## config.mk

```make
export PLATFORM = sky130hd
export DESIGN_NAME = key_activity_heatmap_flat
export DESIGN_NICKNAME = d
export VERILOG_FILES = /design/src/hw/rtl/kah_pkg.sv /design/src/hw/rtl/kah_stream_if.sv /design/src/hw/rtl/key_activity_heatmap.sv /design/src/hw/rtl/kah_apb_regs.sv /design/src/hw/rtl/kah_count_mem.sv /design/src/hw/rtl/kah_div.sv /design/src/flat_wrapper.sv
export SDC_FILE = /design/constraint.sdc
export NUM_CORES = 1
export LEC_CHECK = 0
export BUFFER_PORTS_ARGS = -buffer_cell sky130_fd_sc_hd__buf_2
export CAP_MARGIN = 25
export CORE_AREA = 4 4 228 230
export DETAILED_ROUTE_END_ITERATION = 6
export DIE_AREA = 0 0 232 234
export GPL_TIMING_DRIVEN = 0
export PLACE_DENSITY = 0.71
export SYNTH_ARGS = -nofsm -noshare
export SYNTH_HDL_FRONTEND = slang
export SYNTH_SLANG_ARGS = --single-unit
export TNS_END_PERCENT = 5
```

## constraint.sdc

```tcl
create_clock -name clk_i -period 13.15 [get_ports clk_i]
set_input_delay 2.63 -clock clk_i [delete_from_list [all_inputs] [get_ports clk_i]]
set_output_delay 2.63 -clock clk_i [all_outputs]
set_load 0.01 [all_outputs]
```

## src/hw/rtl/kah_pkg.sv

```systemverilog
`timescale 1ns / 1ps

package kah_pkg;

  localparam int KEY_ROWS_DEF = 4;
  localparam int KEY_COLS_DEF = 16;

  localparam int COUNT_W  = 8;
  localparam int TOTAL_W  = 16;
  localparam int ADDR_W   = 3;
  localparam int DATA_W   = 32;

  // q = floor(768 * count / total): dividend, quotient and divisor widths
  localparam int N_W = 18;
  localparam int Q_W = 10;
  localparam int T_W = TOTAL_W;
  localparam int DIV_CNT_W = $clog2(Q_W);

  localparam logic [COUNT_W-1:0] COUNT_MAX       = 8'd255;
  localparam logic [TOTAL_W-1:0] TOTAL_MAX       = 16'hFFFF;
  localparam logic [COUNT_W-1:0] PEAK_LIMIT_RST  = 8'd191;
  localparam logic [TOTAL_W-1:0] TOTAL_LIMIT_RST = 16'd16000;

  // register select is paddr[2]
  localparam logic REG_PEAK_LIMIT  = 1'b0;
  localparam logic REG_TOTAL_LIMIT = 1'b1;

  // gradient endpoints in units of 1/510
  localparam logic [17:0] GRAD_LO     = 18'd51;
  localparam logic [17:0] GRAD_HI     = 18'd510;
  localparam logic [17:0] GRAD_STEP   = 18'd459;
  localparam logic [17:0] GRAD_LO_256 = 18'd13056;
  localparam logic [17:0] GRAD_HI_256 = 18'd130560;
  localparam logic [7:0]  CH_FULL     = 8'd255;
  localparam logic [7:0]  CH_TINT     = 8'd25;

  typedef enum logic [1:0] {
    ACT_KEY    = 2'd0,
    ACT_TICK   = 2'd1,
    ACT_RENDER = 2'd2
  } action_e;

  typedef enum logic [1:0] {
    SEG_BLACK_GREEN  = 2'd0,
    SEG_GREEN_YELLOW = 2'd1,
    SEG_YELLOW_RED   = 2'd2
  } seg_e;

  typedef enum logic [2:0] {
    ST_IDLE,
    ST_EVT_UPD,
    ST_TICK,
    ST_REN_RD,
    ST_REN_CHK,
    ST_REN_DIV,
    ST_REN_EMIT
  } state_e;

  typedef struct packed {
    logic [1:0] action;
    logic [1:0] key_row;
    logic [3:0] key_col;
    logic       injected;
    logic       toggled_on;
  } evt_t;

  typedef struct packed {
    logic [1:0] out_row;
    logic [3:0] out_col;
    logic [7:0] red;
    logic [7:0] green;
    logic [7:0] blue;
    logic       last;
  } heat_t;

  typedef struct packed {
    logic [7:0] red;
    logic [7:0] green;
    logic [7:0] blue;
  } rgb_t;

  typedef struct packed {
    logic           start;
    logic [N_W-1:0] dividend;
    logic [T_W-1:0] divisor;
  } div_req_t;

  typedef struct packed {
    logic busy;
    logic done;
  } div_stat_t;

  // Blend along black, green, yellow, red; each channel is
  // floor((c1*256 + (c2-c1)*f) / 512) with constant endpoints.
  function automatic rgb_t heat_rgb(input logic is_red, input logic [Q_W-1:0] q);
    rgb_t        c;
    logic [7:0]  f;
    logic [17:0] p51;
    logic [17:0] p459;
    logic [17:0] p510;
    logic [17:0] rise;
    logic [17:0] fall;
    f    = q[7:0];
    p51  = 18'(f) * GRAD_LO;
    p459 = 18'(f) * GRAD_STEP;
    p510 = 18'(f) * GRAD_HI;
    rise = GRAD_LO_256 + p459;
    fall = GRAD_HI_256 - p459;
    case (seg_e'(q[9:8]))
      SEG_BLACK_GREEN: begin
        c.red   = p51[16:9];
        c.green = p510[16:9];
        c.blue  = p51[16:9];
      end
      SEG_GREEN_YELLOW: begin
        c.red   = rise[16:9];
        c.green = CH_FULL;
        c.blue  = CH_TINT;
      end
      default: begin
        c.red   = CH_FULL;
        c.green = fall[16:9];
        c.blue  = CH_TINT;
      end
    endcase
    if (is_red) begin
      c.red   = CH_FULL;
      c.green = CH_TINT;
      c.blue  = CH_TINT;
    end
    return c;
  endfunction

endpackage

```

## src/hw/rtl/kah_stream_if.sv

```systemverilog
`timescale 1ns / 1ps

interface kah_stream_if #(
  parameter type payload_t = logic
) ();
  logic     valid;
  logic     ready;
  payload_t payload;

  modport source (output valid, output payload, input ready);
  modport sink   (input valid, input payload, output ready);
endinterface

```

## src/hw/rtl/key_activity_heatmap.sv

```systemverilog
// Key activity heatmap: press counts per key of a KEY_ROWS x KEY_COLS matrix.
// evt_i is a valid/ready channel of commands: key event, housekeeping tick or
// render. heat_o carries one colour per key of a render, in row-major order,
// with last set on the final key. An APB port holds peak_limit (address 0)
// and total_limit (address 4); pready is always high.
// Sequencing: evt_i takes one command at a time and is ready only while the
// sequencer idles. A key event reads the count, then writes the update to the
// count store. A tick that halves reads one count and writes one back per
// cycle across all KEY_ROWS*KEY_COLS slots; a tick under the limits is taken
// without leaving idle. A render steps each key through a read, a check, the
// shared 10-step restoring divider that forms 768*count/total, and emit; a key
// whose count reaches the total skips the divider.
// Reset clears all counts, the total and the peak at once, and loads the
// limits with 191 and 16000. When the receiver stalls, the colour is held in
// the output register and the render waits; nothing is dropped.
`timescale 1ns / 1ps

module key_activity_heatmap #(
  parameter int KEY_ROWS = kah_pkg::KEY_ROWS_DEF,
  parameter int KEY_COLS = kah_pkg::KEY_COLS_DEF
) (
  input  logic                          clk_i,
  input  logic                          rst_ni,
  kah_stream_if.sink                    evt_i,
  kah_stream_if.source                  heat_o,
  input  logic                          psel,
  input  logic                          penable,
  input  logic                          pwrite,
  input  logic [kah_pkg::ADDR_W-1:0]    paddr,
  input  logic [kah_pkg::DATA_W-1:0]    pwdata,
  output logic [kah_pkg::DATA_W-1:0]    prdata,
  output logic                          pready
);

  localparam int SLOTS = KEY_ROWS * KEY_COLS;
  localparam int AW    = (SLOTS > 1) ? $clog2(SLOTS) : 1;
  localparam int SW    = $clog2(SLOTS + 1);
  localparam int CNW   = kah_pkg::COUNT_W;
  localparam int TOW   = kah_pkg::TOTAL_W;

  kah_pkg::state_e state_q, state_d;

  logic [SW-1:0]  slot_q, slot_d;
  logic [SW-1:0]  slot_m1;
  logic [1:0]     row_q, row_d;
  logic [3:0]     col_q, col_d;
  logic [TOW-1:0] total_q, total_d;
  logic [CNW-1:0] peak_q, peak_d;
  logic           red_q, red_d;
  kah_pkg::heat_t out_q, out_d;
  logic           out_vld_q, out_vld_d;

  logic [CNW-1:0] peak_limit;
  logic [TOW-1:0] total_limit;

  logic           rd_en;
  logic [AW-1:0]  rd_addr;
  logic [CNW-1:0] rd_data;
  logic           wr_en;
  logic [AW-1:0]  wr_addr;
  logic [CNW-1:0] wr_data;

  kah_pkg::div_req_t  div_req;
  kah_pkg::div_stat_t div_stat;
  logic [kah_pkg::Q_W-1:0] quot;

  kah_pkg::evt_t  evt;
  logic           evt_rdy;
  logic           evt_ok;
  logic [AW-1:0]  evt_idx;
  logic           over;
  logic [TOW-1:0] denom;
  logic           is_red;
  logic           out_free;
  logic           ren_last;
  logic [CNW-1:0] inc;
  logic [CNW-1:0] half;
  kah_pkg::rgb_t  rgb;

  kah_apb_regs u_regs (
    .clk_i         (clk_i),
    .rst_ni        (rst_ni),
    .psel          (psel),
    .penable       (penable),
    .pwrite        (pwrite),
    .paddr         (paddr),
    .pwdata        (pwdata),
    .prdata        (prdata),
    .pready        (pready),
    .peak_limit_o  (peak_limit),
    .total_limit_o (total_limit)
  );

  kah_count_mem #(
    .DEPTH (SLOTS),
    .AW    (AW)
  ) u_mem (
    .clk_i     (clk_i),
    .rst_ni    (rst_ni),
    .rd_en_i   (rd_en),
    .rd_addr_i (rd_addr),
    .rd_data_o (rd_data),
    .wr_en_i   (wr_en),
    .wr_addr_i (wr_addr),
    .wr_data_i (wr_data)
  );

  kah_div u_div (
    .clk_i  (clk_i),
    .rst_ni (rst_ni),
    .req_i  (div_req),
    .stat_o (div_stat),
    .quot_o (quot)
  );

  assign evt      = evt_i.payload;
  assign evt_ok   = !evt.injected && evt.toggled_on &&
                    (int'(evt.key_row) < KEY_ROWS) && (int'(evt.key_col) < KEY_COLS);
  assign evt_idx  = AW'(int'(evt.key_row) * KEY_COLS + int'(evt.key_col));
  assign over     = (peak_q > peak_limit) || (total_q > total_limit);
  assign denom    = (total_q == '0) ? TOW'(1) : total_q;
  assign is_red   = TOW'(rd_data) >= denom;
  assign out_free = !out_vld_q || heat_o.ready;
  assign ren_last = (row_q == 2'(KEY_ROWS - 1)) && (col_q == 4'(KEY_COLS - 1));
  assign slot_m1  = slot_q - SW'(1);
  assign inc      = (rd_data == kah_pkg::COUNT_MAX) ? rd_data : rd_data + CNW'(1);
  assign half     = rd_data >> 1;
  assign rgb      = kah_pkg::heat_rgb(red_q, quot);

  always_comb begin
    state_d = state_q;
    case (state_q)
      kah_pkg::ST_IDLE: begin
        if (evt_i.valid) begin
          case (kah_pkg::action_e'(evt.action))
            kah_pkg::ACT_KEY:    if (evt_ok) state_d = kah_pkg::ST_EVT_UPD;
            kah_pkg::ACT_TICK:   if (over) state_d = kah_pkg::ST_TICK;
            kah_pkg::ACT_RENDER: state_d = kah_pkg::ST_REN_RD;
            default:             state_d = kah_pkg::ST_IDLE;
          endcase
        end
      end
      kah_pkg::ST_EVT_UPD: state_d = kah_pkg::ST_IDLE;
      kah_pkg::ST_TICK: begin
        if (slot_q == SW'(SLOTS)) state_d = kah_pkg::ST_IDLE;
      end
      kah_pkg::ST_REN_RD:  state_d = kah_pkg::ST_REN_CHK;
      kah_pkg::ST_REN_CHK: state_d = is_red ? kah_pkg::ST_REN_EMIT : kah_pkg::ST_REN_DIV;
      kah_pkg::ST_REN_DIV: begin
        if (div_stat.done) state_d = kah_pkg::ST_REN_EMIT;
      end
      kah_pkg::ST_REN_EMIT: begin
        if (out_free) state_d = ren_last ? kah_pkg::ST_IDLE : kah_pkg::ST_REN_RD;
      end
      default: state_d = kah_pkg::ST_IDLE;
    endcase
  end

  always_comb begin
    slot_d           = slot_q;
    row_d            = row_q;
    col_d            = col_q;
    total_d          = total_q;
    peak_d           = peak_q;
    red_d            = red_q;
    out_d            = out_q;
    out_vld_d        = out_vld_q && !heat_o.ready;
    evt_rdy          = 1'b0;
    rd_en            = 1'b0;
    rd_addr          = slot_q[AW-1:0];
    wr_en            = 1'b0;
    wr_addr          = slot_q[AW-1:0];
    wr_data          = inc;
    div_req.start    = 1'b0;
    div_req.dividend = (kah_pkg::N_W'(rd_data) << 9) + (kah_pkg::N_W'(rd_data) << 8);
    div_req.divisor  = denom;
    case (state_q)
      kah_pkg::ST_IDLE: begin
        evt_rdy = 1'b1;
        if (evt_i.valid) begin
          case (kah_pkg::action_e'(evt.action))
            kah_pkg::ACT_KEY: begin
              if (evt_ok) begin
                rd_en   = 1'b1;
                rd_addr = evt_idx;
                slot_d  = SW'(evt_idx);
              end
            end
            kah_pkg::ACT_TICK: begin
              // rebuild total and peak from the halved counts
              if (over) begin
                slot_d  = '0;
                total_d = '0;
                peak_d  = '0;
              end
            end
            kah_pkg::ACT_RENDER: begin
              slot_d = '0;
              row_d  = '0;
              col_d  = '0;
            end
            default: ;
          endcase
        end
      end
      kah_pkg::ST_EVT_UPD: begin
        wr_en   = 1'b1;
        wr_data = inc;
        total_d = (total_q == kah_pkg::TOTAL_MAX) ? total_q : total_q + TOW'(1);
        if (inc > peak_q) peak_d = inc;
      end
      kah_pkg::ST_TICK: begin
        // read slot n while writing back slot n-1
        if (slot_q != SW'(SLOTS)) begin
          rd_en  = 1'b1;
          slot_d = slot_q + SW'(1);
        end
        if (slot_q != '0) begin
          wr_en   = 1'b1;
          wr_addr = slot_m1[AW-1:0];
          wr_data = half;
          total_d = total_q + TOW'(half);
          if (half > peak_q) peak_d = half;
        end
      end
      kah_pkg::ST_REN_RD: begin
        rd_en = 1'b1;
      end
      kah_pkg::ST_REN_CHK: begin
        red_d         = is_red;
        div_req.start = !is_red;
      end
      kah_pkg::ST_REN_DIV: ;
      kah_pkg::ST_REN_EMIT: begin
        if (out_free) begin
          out_vld_d     = 1'b1;
          out_d.out_row = row_q;
          out_d.out_col = col_q;
          out_d.red     = rgb.red;
          out_d.green   = rgb.green;
          out_d.blue    = rgb.blue;
          out_d.last    = ren_last;
          if (!ren_last) begin
            slot_d = slot_q + SW'(1);
            if (col_q == 4'(KEY_COLS - 1)) begin
              col_d = '0;
              row_d = row_q + 2'd1;
            end else begin
              col_d = col_q + 4'd1;
            end
          end
        end
      end
      default: ;
    endcase
  end

  always_ff @(posedge clk_i or negedge rst_ni) begin
    if (!rst_ni) begin
      state_q   <= kah_pkg::ST_IDLE;
      slot_q    <= '0;
      row_q     <= '0;
      col_q     <= '0;
      total_q   <= '0;
      peak_q    <= '0;
      red_q     <= 1'b0;
      out_vld_q <= 1'b0;
    end else begin
      state_q   <= state_d;
      slot_q    <= slot_d;
      row_q     <= row_d;
      col_q     <= col_d;
      total_q   <= total_d;
      peak_q    <= peak_d;
      red_q     <= red_d;
      out_vld_q <= out_vld_d;
    end
  end

  always_ff @(posedge clk_i) begin
    out_q <= out_d;
  end

  assign evt_i.ready    = evt_rdy;
  assign heat_o.valid   = out_vld_q;
  assign heat_o.payload = out_q;

  a_total_covers_peak: assert property (@(posedge clk_i) disable iff (!rst_ni)
    TOW'(peak_q) <= total_q)
    else $error("peak count exceeds total presses");

  a_ready_only_idle: assert property (@(posedge clk_i) disable iff (!rst_ni)
    evt_i.ready |-> state_q == kah_pkg::ST_IDLE)
    else $error("command taken while sequencer busy");

  a_div_done_in_div: assert property (@(posedge clk_i) disable iff (!rst_ni)
    div_stat.done |-> state_q == kah_pkg::ST_REN_DIV)
    else $error("divider finished outside render divide step");

  a_out_from_emit: assert property (@(posedge clk_i) disable iff (!rst_ni)
    $rose(heat_o.valid) |-> $past(state_q == kah_pkg::ST_REN_EMIT))
    else $error("colour loaded outside emit step");

endmodule

```

## src/hw/rtl/kah_apb_regs.sv

```systemverilog
`timescale 1ns / 1ps

module kah_apb_regs (
  input  logic                          clk_i,
  input  logic                          rst_ni,
  input  logic                          psel,
  input  logic                          penable,
  input  logic                          pwrite,
  input  logic [kah_pkg::ADDR_W-1:0]    paddr,
  input  logic [kah_pkg::DATA_W-1:0]    pwdata,
  output logic [kah_pkg::DATA_W-1:0]    prdata,
  output logic                          pready,
  output logic [kah_pkg::COUNT_W-1:0]   peak_limit_o,
  output logic [kah_pkg::TOTAL_W-1:0]   total_limit_o
);

  logic                        wr_en;
  logic [kah_pkg::COUNT_W-1:0] peak_limit_q;
  logic [kah_pkg::TOTAL_W-1:0] total_limit_q;

  assign pready = 1'b1;
  assign wr_en  = psel && penable && pwrite;

  always_ff @(posedge clk_i or negedge rst_ni) begin
    if (!rst_ni) begin
      peak_limit_q  <= kah_pkg::PEAK_LIMIT_RST;
      total_limit_q <= kah_pkg::TOTAL_LIMIT_RST;
    end else if (wr_en) begin
      if (paddr[2] == kah_pkg::REG_PEAK_LIMIT) begin
        peak_limit_q <= pwdata[kah_pkg::COUNT_W-1:0];
      end else begin
        total_limit_q <= pwdata[kah_pkg::TOTAL_W-1:0];
      end
    end
  end

  always_comb begin
    if (paddr[2] == kah_pkg::REG_TOTAL_LIMIT) begin
      prdata = kah_pkg::DATA_W'(total_limit_q);
    end else begin
      prdata = kah_pkg::DATA_W'(peak_limit_q);
    end
  end

  assign peak_limit_o  = peak_limit_q;
  assign total_limit_o = total_limit_q;

endmodule

```

## src/hw/rtl/kah_count_mem.sv

```systemverilog
`timescale 1ns / 1ps

module kah_count_mem #(
  parameter int DEPTH = 64,
  parameter int AW    = 6
) (
  input  logic                        clk_i,
  input  logic                        rst_ni,
  input  logic                        rd_en_i,
  input  logic [AW-1:0]               rd_addr_i,
  output logic [kah_pkg::COUNT_W-1:0] rd_data_o,
  input  logic                        wr_en_i,
  input  logic [AW-1:0]               wr_addr_i,
  input  logic [kah_pkg::COUNT_W-1:0] wr_data_i
);

  logic [kah_pkg::COUNT_W-1:0] mem_q [DEPTH];
  logic [DEPTH-1:0]            vld_q;
  logic [kah_pkg::COUNT_W-1:0] rd_data_q;

  always_ff @(posedge clk_i) begin
    if (wr_en_i) begin
      mem_q[wr_addr_i] <= wr_data_i;
    end
  end

  // an entry never written reads as zero
  always_ff @(posedge clk_i or negedge rst_ni) begin
    if (!rst_ni) begin
      vld_q <= '0;
    end else if (wr_en_i) begin
      vld_q[wr_addr_i] <= 1'b1;
    end
  end

  always_ff @(posedge clk_i) begin
    if (rd_en_i) begin
      rd_data_q <= vld_q[rd_addr_i] ? mem_q[rd_addr_i] : '0;
    end
  end

  assign rd_data_o = rd_data_q;

endmodule

```

## src/hw/rtl/kah_div.sv

```systemverilog
`timescale 1ns / 1ps

module kah_div (
  input  logic                     clk_i,
  input  logic                     rst_ni,
  input  kah_pkg::div_req_t        req_i,
  output kah_pkg::div_stat_t       stat_o,
  output logic [kah_pkg::Q_W-1:0]  quot_o
);

  localparam int QW = kah_pkg::Q_W;
  localparam int TW = kah_pkg::T_W;
  localparam int NW = kah_pkg::N_W;
  localparam int CW = kah_pkg::DIV_CNT_W;

  logic          busy_q;
  logic          done_q;
  logic [CW-1:0] cnt_q;
  logic [TW-1:0] rem_q;
  logic [TW-1:0] dvs_q;
  logic [QW-1:0] num_q;

  logic [TW:0]   trial;
  logic [TW:0]   diff;
  logic          ge;
  logic          last_step;

  // one restoring step a cycle; the quotient shifts in where the dividend leaves
  assign trial     = {rem_q, num_q[QW-1]};
  assign ge        = trial >= {1'b0, dvs_q};
  assign diff      = trial - {1'b0, dvs_q};
  assign last_step = cnt_q == CW'(QW - 1);

  always_ff @(posedge clk_i or negedge rst_ni) begin
    if (!rst_ni) begin
      busy_q <= 1'b0;
      done_q <= 1'b0;
      cnt_q  <= '0;
    end else begin
      done_q <= busy_q && last_step;
      if (req_i.start) begin
        busy_q <= 1'b1;
        cnt_q  <= '0;
      end else if (busy_q) begin
        cnt_q <= cnt_q + CW'(1);
        if (last_step) begin
          busy_q <= 1'b0;
        end
      end
    end
  end

  always_ff @(posedge clk_i) begin
    if (req_i.start) begin
      rem_q <= TW'(req_i.dividend[NW-1:QW]);
      num_q <= req_i.dividend[QW-1:0];
      dvs_q <= req_i.divisor;
    end else if (busy_q) begin
      rem_q <= ge ? diff[TW-1:0] : trial[TW-1:0];
      num_q <= {num_q[QW-2:0], ge};
    end
  end

  assign stat_o.busy = busy_q;
  assign stat_o.done = done_q;
  assign quot_o      = num_q;

endmodule
```

## src/flat_wrapper.sv

```systemverilog
// flat-port wrapper written by rule: the top's interface ports become plain ports
module key_activity_heatmap_flat 
#(
  parameter int KEY_ROWS = kah_pkg::KEY_ROWS_DEF,
  parameter int KEY_COLS = kah_pkg::KEY_COLS_DEF
)
  (clk_i, rst_ni, psel, penable, pwrite, paddr, pwdata, prdata, pready, evt_i_valid, evt_i_payload, evt_i_ready, heat_o_valid, heat_o_payload, heat_o_ready);
  kah_stream_if evt_i_i ();
  kah_stream_if heat_o_i ();
  input  logic clk_i;
  input  logic rst_ni;
  input  logic psel;
  input  logic penable;
  input  logic pwrite;
  input  logic [kah_pkg::ADDR_W-1:0] paddr;
  input  logic [kah_pkg::DATA_W-1:0] pwdata;
  output logic [kah_pkg::DATA_W-1:0] prdata;
  output logic pready;
  input wire logic [$bits(evt_i_i.valid)-1:0] evt_i_valid;
  input wire logic [$bits(evt_i_i.payload)-1:0] evt_i_payload;
  output wire logic [$bits(evt_i_i.ready)-1:0] evt_i_ready;
  output wire logic [$bits(heat_o_i.valid)-1:0] heat_o_valid;
  output wire logic [$bits(heat_o_i.payload)-1:0] heat_o_payload;
  input wire logic [$bits(heat_o_i.ready)-1:0] heat_o_ready;
  assign evt_i_i.valid = evt_i_valid;
  assign evt_i_i.payload = evt_i_payload;
  assign evt_i_ready = evt_i_i.ready;
  assign heat_o_valid = heat_o_i.valid;
  assign heat_o_payload = heat_o_i.payload;
  assign heat_o_i.ready = heat_o_ready;
  key_activity_heatmap #(.KEY_ROWS(KEY_ROWS), .KEY_COLS(KEY_COLS)) u_core (.clk_i(clk_i), .rst_ni(rst_ni), .evt_i(evt_i_i), .heat_o(heat_o_i), .psel(psel), .penable(penable), .pwrite(pwrite), .paddr(paddr), .pwdata(pwdata), .prdata(prdata), .pready(pready));
endmodule
```

==> impl_metrics.py <==
metrics = {
    "timing": {
        "period_minus_slack_ns": 6.48,
        "slew-limit-headroom": 0.212,
        "holdWs_ns": 0.471,
        "finClkSkew_ns": 0.0352,
        "rsz0062_at_grt": "no",
        "max_freq_mhz": 154,
        "final.setup.tns_ns": 0,
        "final_hold_viol_count": 0,
        "slew_violations": 0,
        "setup_violations": 0,
        "period_share": 0.493,
        "worstMarginPinSlew_ns": 1.18,
    },
    "yosys": {
        "ys_top_cells_by_area": "edfxtp_1 57%, dfrtp_1 10%, mux4_2 4.1%, mux2i_1 2.9%, mux2_2 2.6%",
        "yosysWarnings": 0,
        "synth-seq-area-share": 0.692,
        "synth-async-reset-ratio": 0.196,
        "synth_top_cell_by_area": "edfxtp_1",
        "synth_edf_count": 521,
        "ys_seq_elements": 648,
        "yosysMostFrequentCell": "edfxtp_1",
        "synth-main-ff-cell": "edfxtp_1",
        "synth_top_area_frac": 0.574,
        "synth.cells.most_frequent": "521 x edfxtp_1, 156 x nor2_1, 114 x dfrtp_1",
        "syn_area_um2": 27200,
        "synth.avg_cell_area_um2": 15.0,
        "yosysUniqueCellTypes": 77,
        "syn_inst": 1817,
    },
    "grt": {
        "grt_max_degree": 96,
        "antenna_found_initial": 1,
        "grt_pass1_wl_mm": 106,
        "grt_pass1_vias": 16600,
        "grt-ovfl-total": 0,
        "grt_usage": 0.265,
    },
    "die": {
        "initial_core_util": 0.546,
        "die_area_um2": 54300,
        "boundaryPins": 79,
        "row_count": 82,
        "dieWidth_um": 232,
        "fp.dieH_um": 234,
        "core_area_um2": 49900,
    },
    "layout": {
        "multi_input_area_um2": 7830,
        "area_growth_pct": 14.2,
        "final_nets": 2035,
        "seqCellArea_um2": 18800,
        "fillers": 3638,
        "drive_gt1_frac": 0.191,
        "diodes": 0,
    },
    "clocking": {
        "hold_buffers": 0,
        "cts_tree": "done",
        "cts_resized": 0,
        "clk_pin_slew_ns": 0.06,
        "postCtsSetupBuffers": 0,
        "clk-insertion-delay-late_ns": 0.62,
        "cts_made_buffers": 68,
        "root_buffer": "clkbuf_16",
        "cts_buffer_depth": 3,
        "h-tree-depth": 3,
        "cts.sinks": 648,
    },
    "worst_setup_path": {
        "arrival_ns": 3.85,
        "r2r_end": "u_core.u_mem.mem_q[20][1]",
        "worst_setup_path_start_kind": "input pin",
        "path_cells": "clkbuf_1, clkbuf_1, mux2_2, buf_2",
        "crit_path_end_kind": "primary output",
        "cpPeakStageDelay_ns": 0.38,
        "crit_type": "in -> out",
        "slowest_stage": "mux2_2",
        "r2r_start": "u_core.slot_q[0]",
        "rr_worst_depth": 13,
        "path_max_fanout": 10,
        "critical_path.most_common_cell": "clkbuf_1",
        "ff2ff_setup_slack_ns": 7.52,
        "required_ns": 10.52,
    },
    "place": {
        "portBuffers": 42,
        "dp_hpwl_mm": 49.1,
        "gp_congestion": 0.958,
    },
    "worst_hold_path": {
        "whs_path_depth": 1,
        "worstHoldStart": "u_core.u_mem.vld_q[51]",
        "hold_class": "reg -> reg",
        "holdPathEnd": "u_core.u_mem.vld_q[51]",
    },
    "routing": {
        "dr.pass1.iters": 6,
        "viasPerCell": 6.33,
        "vias": 17100,
        "wirelength_mm": 71.8,
        "drc": 0,
        "antenna_left": 0,
        "drt_iter0_drc": 2144,
        "routedWlPerCell_um": 26.6,
    },
    "job": {
        "drv_cap": 0,
    },
    "power": {
        "vdd_drop_max_mv": 0.135,
        "powerDensity_nw_per_um2": 232,
        "p_leak_uw": 0.0108,
    },
    "status": {
        "status": "finished clean",
    },
}
## final cells by class
cell class                      instances  area share
Clock inverter                         37      0.0122
Clock buffer                           87      0.0607
Buffer                                121      0.0200
Sequential cell                       648       0.606
Inverter                               24     0.00294
Tap cell                              672      0.0270
Timing Repair Buffer                   67      0.0198
Multi-Input combinational cell       1039       0.252
## power by group
| part | leakage, µW | switching (µW) | internal [µW] |
|---|---|---|---|
| combinational | 0.00333 | 1610 | 768 |
| sequential | 0.00634 | 96.7 | 2790 |
| clock | 0.00111 | 785 | 1150 |
| total | 0.0108 | 2500 | 4710 |
## worst max path at each step
stage,from,to,slack (ns)
6_report,paddr[2],prdata[7],6.67
2_1_floorplan,paddr[2],prdata[6],7.00
3_5_place_dp,paddr[2],prdata[7],6.61
4_1_cts,paddr[2],prdata[7],6.64
5_1_grt,paddr[2],prdata[7],6.55
3_3_place_gp,u_core.slot_q[0],u_core.u_mem.mem_q[58][3],3.06
## per-layer routing
layer  part of all wire  GRT usage  vias to the layer above  routed length [µm]
met3               0.11     0.0684                      210                7700
met5                  0          0                        -                   0
met4              0.045      0.115                        0                3220
li1                   -          -                     7304                   -
met2               0.46      0.407                     1008               32800
met1               0.39      0.365                     8529               28000
## critical path, delay by kind of cell
family / cells / cell delay (ns)
muxes: 1 / 0.38
buffers and inverters: 3 / 0.83
## per-stage QoR
step	utilization	worst slack (ns)	instance area (µm²)	instances	total power [µW]
after floorplan	-	7.00	27300	1832	4240
after global placement	0.568	3.06	28300	2546	5110
after detailed placement	0.578	6.61	28800	2569	5240
after CTS	0.623	6.64	31100	2693	7180
after global routing	0.624	6.55	31100	2695	7460
final	0.624	6.67	31100	2695	7210
## registers in the layout, indices dropped and copies added, names as in the netlist, 2 cells and up
signal                       flops
u_core.u_mem.mem_q             512
u_core.u_mem.vld_q              64
u_core.total_q                  16
u_core.u_regs.total_limit_o     16
u_core.u_mem.rd_data_o           8
u_core.u_regs.peak_limit_o       8
u_core.slot_q                    7
u_core.col_q                     4
u_core.u_div.cnt_q               4
u_core.state_q                   3
u_core.row_q                     2
## layout by cell type, fill, tap and decap left out, types with 15 or more instances in the layout
cell type	netlist	final
mux4_2	49	49
conb_1	2	17
nor2_1	156	155
inv_1	20	20
clkinv_1	3	15
mux2i_1	78	78
o22ai_1	34	34
and2_1	17	17
buf_2	41	84
dfrtp_1	114	114
nand2_1	90	90
mux2_2	62	62
clkbuf_1	47	58
o21ai_0	65	62
o221ai_1	35	35
xnor2_1	16	16
nand3_1	25	25
buf_4	23	24
a211oi_1	25	25
a21oi_1	67	66
ha_1	22	22
o21bai_1	69	69
edfxtp_1	521	521
clkbuf_16	0	71
## kinds of logic after synthesis
kind of cell / Yosys count / synth area share
AO/OA/AOI/OAI: 405 / 0.104
XOR/XNOR: 30 / 0.00965
adder cells (fa/ha/maj): 23 / 0.0108
buffers and inverters: 145 / 0.0262
flip-flops: 648 / 0.692
multiplexers: 189 / 0.0948
other: 2 / 0.000276
AND/OR/NAND/NOR: 375 / 0.0628
(Power assumes the default switching activity.)
